==> config.mk <==
export PLATFORM = sky130hd
export DESIGN_NAME = bsb_ctrl
export DESIGN_NICKNAME = d
export VERILOG_FILES = /design/src/hw/rtl/bsb_pkg.sv /design/src/hw/rtl/bsb_ctrl.sv
export VERILOG_INCLUDE_DIRS = /design/src /design/src/hw/rtl
export SDC_FILE = /design/constraint.sdc
export NUM_CORES = 1
export LEC_CHECK = 0
export ABC_AREA = 1
export BUFFER_PORTS_ARGS = -buffer_cell sky130_fd_sc_hd__clkbuf_2
export CAP_MARGIN = 20
export CELL_PAD_IN_SITES_DETAIL_PLACEMENT = 1
export CELL_PAD_IN_SITES_GLOBAL_PLACEMENT = 1
export CORE_MARGIN = 10
export CORE_UTILIZATION = 37
export CTS_CLUSTER_SIZE = 10
export DETAILED_ROUTE_END_ITERATION = 7
export PLACE_DENSITY_LB_ADDON = 0.1
export SLEW_MARGIN = 0
export SYNTH_ARGS = -nofsm -noshare
export SYNTH_HDL_FRONTEND = slang
export SYNTH_SLANG_ARGS = --single-unit
==> constraint.sdc <==
create_clock -name clk -period 2.85 [get_ports clk]
set_input_delay 0.1425 -clock clk [delete_from_list [all_inputs] [get_ports clk]]
set_output_delay 0.1425 -clock clk [all_outputs]
set_load 0.1 [all_outputs]
==> src/hw/rtl/bit_sliced_bloom_signature_macros.svh <==
// assertion macros for the bloom signature block
`ifndef BIT_SLICED_BLOOM_SIGNATURE_MACROS_SVH
`define BIT_SLICED_BLOOM_SIGNATURE_MACROS_SVH
`ifndef NO_ASSERTIONS
`define BSB_ASSERT(label, clk, rst_n, prop, msg) \
    label: assert property (@(posedge clk) disable iff (!rst_n) prop) else $error(msg);
`define BSB_ASSERT_NR(label, clk, prop, msg) \
    label: assert property (@(posedge clk) prop) else $error(msg);
`else
`define BSB_ASSERT(label, clk, rst_n, prop, msg)
`define BSB_ASSERT_NR(label, clk, prop, msg)
`endif
`endif

==> src/hw/rtl/bsb_pkg.sv <==
// shared types, constants and hash helpers for the bloom signature block
package bsb_pkg;
    localparam int unsigned ROWS_DEFAULT = 4096;
    localparam int unsigned DOCS_DEFAULT = 64;
    localparam int unsigned MAX_HASHES_DEFAULT = 16;
    localparam int unsigned SIZE_W = 13;
    localparam int unsigned HCNT_W = 5;
    localparam logic [SIZE_W-1:0] SIZE_RESET = SIZE_W'(4096);
    localparam logic [HCNT_W-1:0] HCNT_RESET = HCNT_W'(3);
    localparam logic [31:0] PR2 = 32'h85EBCA77;
    localparam logic [31:0] PR3 = 32'hC2B2AE3D;
    localparam logic [31:0] PR4 = 32'h27D4EB2F;
    localparam logic [31:0] PR5 = 32'h165667B1;
    localparam logic [31:0] KEY_BYTES = 32'd8;

    typedef enum logic {
        ACT_INSERT = 1'b0,
        ACT_QUERY  = 1'b1
    } action_t;

    typedef struct packed {
        logic start;
        logic hash_step;
        logic mod_start;
        logic mem_rd;
        logic mem_wr;
        logic clear_wr;
    } bsb_cmd_t;

    typedef struct packed {
        logic hash_done;
        logic mod_done;
        logic bit_set;
    } bsb_stat_t;

    function automatic logic [31:0] rotl17(input logic [31:0] x);
        rotl17 = {x[14:0], x[31:15]};
    endfunction
endpackage

==> src/hw/rtl/bsb_ctrl.sv <==
// controller: clearing pass, per-seed probe sequencing, result register
`include "bit_sliced_bloom_signature_macros.svh"
module bsb_ctrl
    import bsb_pkg::*;
#(
    parameter int unsigned ROWS = ROWS_DEFAULT,
    parameter int unsigned DOCS = DOCS_DEFAULT,
    parameter int unsigned MAX_HASHES = MAX_HASHES_DEFAULT
)
(
    input  logic        clk,
    input  logic        rst_n,
    input  logic        in_valid,
    output logic        in_ready,
    input  logic        in_action,
    input  logic [5:0]  in_column,
    input  logic [HCNT_W-1:0] hash_count,
    output logic        out_valid,
    input  logic        out_ready,
    output logic        out_kind,
    output logic        out_present,
    output bsb_cmd_t    cmd,
    output logic [$clog2(MAX_HASHES+1)-1:0] seed,
    output logic [$clog2(ROWS)-1:0] clear_row,
    input  bsb_stat_t   stat
);
    localparam int unsigned KW = $clog2(MAX_HASHES+1);
    localparam int unsigned RW = $clog2(ROWS);

    typedef enum logic [2:0] {
        ST_CLEAR, ST_IDLE, ST_HASH, ST_MOD, ST_READ, ST_CHECK, ST_DONE
    } state_t;

    state_t        state_reg;
    logic [KW-1:0] k_reg;
    logic [KW-1:0] n_reg;
    logic [RW-1:0] clr_reg;
    logic          act_reg;
    logic          pres_reg;
    logic          ovalid_reg;
    logic          okind_reg;
    logic          opres_reg;
    logic [KW-1:0] n_eff;
    logic          col_ok;
    logic          accept;

    assign n_eff = (32'(hash_count) > MAX_HASHES) ? KW'(MAX_HASHES) : KW'(hash_count);
    assign col_ok = 32'(in_column) < DOCS;
    assign in_ready = (state_reg == ST_IDLE);
    assign accept = in_valid && in_ready;
    assign out_valid = ovalid_reg;
    assign out_kind = okind_reg;
    assign out_present = opres_reg;
    // seed of the hash being started: 0 on acceptance, next index after a check
    assign seed = (state_reg == ST_CHECK) ? k_reg + KW'(1) : '0;
    assign clear_row = clr_reg;

    always_comb
    begin
        cmd = '0;
        cmd.start = accept;
        cmd.hash_step = (state_reg == ST_IDLE && accept && col_ok && n_eff != '0)
                        || (state_reg == ST_CHECK && !(act_reg == ACT_QUERY && !stat.bit_set)
                            && k_reg + KW'(1) < n_reg);
        cmd.mod_start = (state_reg == ST_HASH) && stat.hash_done;
        cmd.mem_rd = (state_reg == ST_MOD) && stat.mod_done;
        cmd.mem_wr = (state_reg == ST_CHECK) && (act_reg == ACT_INSERT);
        cmd.clear_wr = (state_reg == ST_CLEAR);
    end

    always_ff @(posedge clk or negedge rst_n)
    begin
        if (!rst_n)
        begin
            state_reg <= ST_CLEAR;
            k_reg <= '0;
            n_reg <= '0;
            clr_reg <= '0;
            act_reg <= 1'b0;
            pres_reg <= 1'b0;
            ovalid_reg <= 1'b0;
            okind_reg <= 1'b0;
            opres_reg <= 1'b0;
        end
        else
        begin
            if (ovalid_reg && out_ready && state_reg != ST_DONE)
                ovalid_reg <= 1'b0;
            unique case (state_reg)
                ST_CLEAR:
                begin
                    clr_reg <= clr_reg + RW'(1);
                    if (32'(clr_reg) == ROWS - 1)
                        state_reg <= ST_IDLE;
                end
                ST_IDLE:
                begin
                    if (accept)
                    begin
                        act_reg <= in_action;
                        k_reg <= '0;
                        n_reg <= n_eff;
                        pres_reg <= col_ok;
                        if (col_ok && n_eff != '0)
                            state_reg <= ST_HASH;
                        else
                            state_reg <= ST_DONE;
                    end
                end
                ST_HASH:
                    if (stat.hash_done)
                        state_reg <= ST_MOD;
                ST_MOD:
                    if (stat.mod_done)
                        state_reg <= ST_READ;
                ST_READ:
                    state_reg <= ST_CHECK;
                ST_CHECK:
                begin
                    if (act_reg == ACT_QUERY && !stat.bit_set)
                    begin
                        pres_reg <= 1'b0;
                        state_reg <= ST_DONE;
                    end
                    else if (k_reg + KW'(1) < n_reg)
                    begin
                        k_reg <= k_reg + KW'(1);
                        state_reg <= ST_HASH;
                    end
                    else
                        state_reg <= ST_DONE;
                end
                ST_DONE:
                begin
                    // wait until the output register is free
                    if (!ovalid_reg || out_ready)
                    begin
                        ovalid_reg <= 1'b1;
                        okind_reg <= act_reg;
                        opres_reg <= (act_reg == ACT_QUERY) ? pres_reg : 1'b0;
                        state_reg <= ST_IDLE;
                    end
                end
                default: state_reg <= ST_IDLE;
            endcase
        end
    end

    `BSB_ASSERT(a_no_accept_clear, clk, rst_n, (state_reg == ST_CLEAR) |-> !in_ready,
        "input accepted during clearing pass")
    `BSB_ASSERT(a_insert_absent, clk, rst_n, (out_valid && out_kind == ACT_INSERT) |-> !out_present,
        "insert reported present")
    `BSB_ASSERT(a_seed_range, clk, rst_n, (state_reg == ST_HASH) |-> (k_reg < n_reg),
        "seed beyond hash count")
endmodule

==> impl_metrics.ini <==
[run_status]
run_status = completed

[place]
port_buffers = 39
globalplace.congestion = 0.764
dpl.hpwl_um = 3570
post-place-ws_ps = 468

[yosys]
synth.top_cell.area_share_pct = 42.4
synth-edff-count = 0
yosys_warnings = 0
synth-main-ff-cell = dfrtp_1
number_of_nets_in_the_synthesized_netlist = 258
synth_sequential_area_ratio_pct = 42.4
synth.cell_area_um2 = 1770
synth.ff_latch_count = 30
synth_area_per_cell_um2 = 7.60
yosys-top-cells-area = dfrtp_1 (42%), nand2_1 (14%), nor2_1 (7.2%), inv_1 (6.8%), nand3_1 (4.8%)
synth_commonest_cells = nand2_1 (64), nor2_1 (34), inv_1 (32)
netlist-cell-type-count = 27
netlist_instances = 233
post-synth-top-area-cell = dfrtp_1
yosysMostFrequentCell = nand2_1
ys_async_sr_fraction_pct = 100

[global_routing]
global_route.usage.total_pct = 12.2
grt_start_max_net_pins = 31
wire_length_of_the_first_global_routing_pass_um = 7490
grt-ovfl-total = 0
grt_pass1_vias = 1583
antenna_found_initial = 0

[detailed_routing]
drt-vias-per-instance = 4.71
dr_total_vias = 1568
drt.antenna.violating_nets = 0
drt_iter0_markers = 54
detail_route.first_pass.iterations = 4
routed_wirelength_um = 4380
post-route-drc-count = 0
post_drt_wl_per_cell_um = 13.2

[floorplan]
design.die.area_um2 = 7950
die_height_um = 89.2
standard_cell_core_area_um2 = 4690
initial_utilization_pct = 37.7
placementRows = 25
num_io_pins = 46
die_x_um = 89.2

[critical_path]
cp.arrival_ps = 2460
cp-start-kind = register
critical_path.max_fanout = 7
crit_required_ps = 2710
setup.worst_path.end_class = primary output
timing_worst_setup_path_type = reg -> out

[sta]
final.setup.tns_ps = 0
post-route-min-period_ps = 2600
worst_slew_margin_rel_pct = 48.4
timing.final.setup_violations = 0
clock-skew-final_ps = 2.60
slew_viol_final = 0
final_hold_viol_count = 0
maxClockFrequency_mhz = 384
unrepaired_setup_endpoints_after_global_routing = no
post-route-period-util_pct = 91.3
fin_hold_ws_ps = 70.6
post-route-worst-setup-slack_ps = 249
worst-slew-pin-transition_ps = 773

[cts]
numClockSinks = 30
cts_tree = built
post_cts_buffers = 0
cts_buffer_depth = 2
insertion_delay_ps = 280
numCtsBuffers = 5
cts.htree.levels = 2
cts_root_buf = clkbuf_8
clk_pin_slew_worst_paths_ps = 60

[final_layout]
layout_cell_share_with_drive_strength_beyond_1_pct = 23.7
nets = 303
multi_input_area_um2 = 855
max_ffs_per_register = 12
antenna_cells = 0
register_area_um2 = 751
areaGrowthSynthToFinish_pct = 20.5
fill_cells = 630

[pwr]
vdd.ir_drop.worst_v = 0.000479
power.density_nw_per_um2 = 1220
total_leakage_power_nw = 1.22

[worst_hold_path]
holdCritPathClass = in -> reg

[flow_run]
drv_cap = 0
path summary, 6_finish.rpt:
path	depth (start not counted)	endpoint	slack, ps	start
min	3	act_reg	70	in_action
min in group asynchronous	2	clear_row[10]	480	rst_n
max reg2reg	14	k_reg[3]	660	k_reg[0]
min reg2reg	1	clear_row[6]	500	clear_row[6]
max	13	cmd[4]	250	k_reg[0]
max in group asynchronous	2	k_reg[4]	1890	rst_n
report_power, final:
group | internal, mW | switching, mW
Combinational | 0.310 | 1.25
Clock | 0.195 | 0.161
Sequential | 0.556 | 0.134
Total | 1.06 | 1.54
logic make-up after synthesis:
| logic type | count (synthesis) | share of synthesized area, % |
|---|---|---|
| XOR/XNOR | 10 | 4.95 |
| AO/OA/AOI/OAI | 12 | 3.60 |
| adder cells (fa/ha/maj) | 6 | 4.24 |
| flip-flops | 30 | 42.4 |
| AND/OR/NAND/NOR | 134 | 35.3 |
| buffers and inverters | 41 | 9.47 |
cell usage in the layout (no fill, tap or decap), types with 4 or more instances in the layout:
cell      instances
o21ai_0          10
dfrtp_1          30
nand3_1          17
clkbuf_8          6
clkbuf_2         38
ha_1              6
nand2_1          64
inv_2             6
xor2_1            6
inv_1            32
xnor2_1           4
nor2_1           33
stage by stage:
step                power (mW)  std cells  util, %  instance area [µm²]
floorplan                 1.98        233        -                 1770
global placement          2.27        324     43.3                 2030
detailed placement        2.28        324     43.3                 2030
CTS                       2.65        333     45.4                 2130
global route              2.81        333     45.5                 2130
finish                    2.60        333     45.5                 2130
area by class of cell:
| type | count | share of cell area, % |
|---|---|---|
| clock buffers | 7 | 4.05 |
| clock inverters | 1 | 0.235 |
| inverters | 39 | 6.98 |
| multi-input cells | 162 | 40.1 |
| flip-flops and latches | 30 | 35.2 |
| well taps | 54 | 3.17 |
| repair buffers | 40 | 10.3 |
critical path, cell delays in order (launching register included):
cell	delay (ps)
dfrtp_1	420
ha_1	220
nand2_1	70
inv_1	60
nand2_1	70
xor2_1	180
inv_1	60
ha_1	280
nand2_1	60
nand2_1	60
nor2_2	150
nand4_4	190
nand2_1	150
buf_12	180
routing by layer:
layer | global-route usage, % | share of wire (%) | vias to the layer above
li1 | - | - | 806
met1 | 14.8 | 43 | 721
met2 | 19.6 | 49 | 35
met3 | 3.65 | 6.2 | 6
met4 | 5.20 | 1.8 | 0
met5 | 0 | 0 | -
repair_timing:
action	CTS	global route
hold buffers	1	0
endpoints found under the hold margin	30	0
resized for setup	0	1
endpoints found under the setup margin	0	1
No activity file was read; power rests on OpenSTA's default activity.
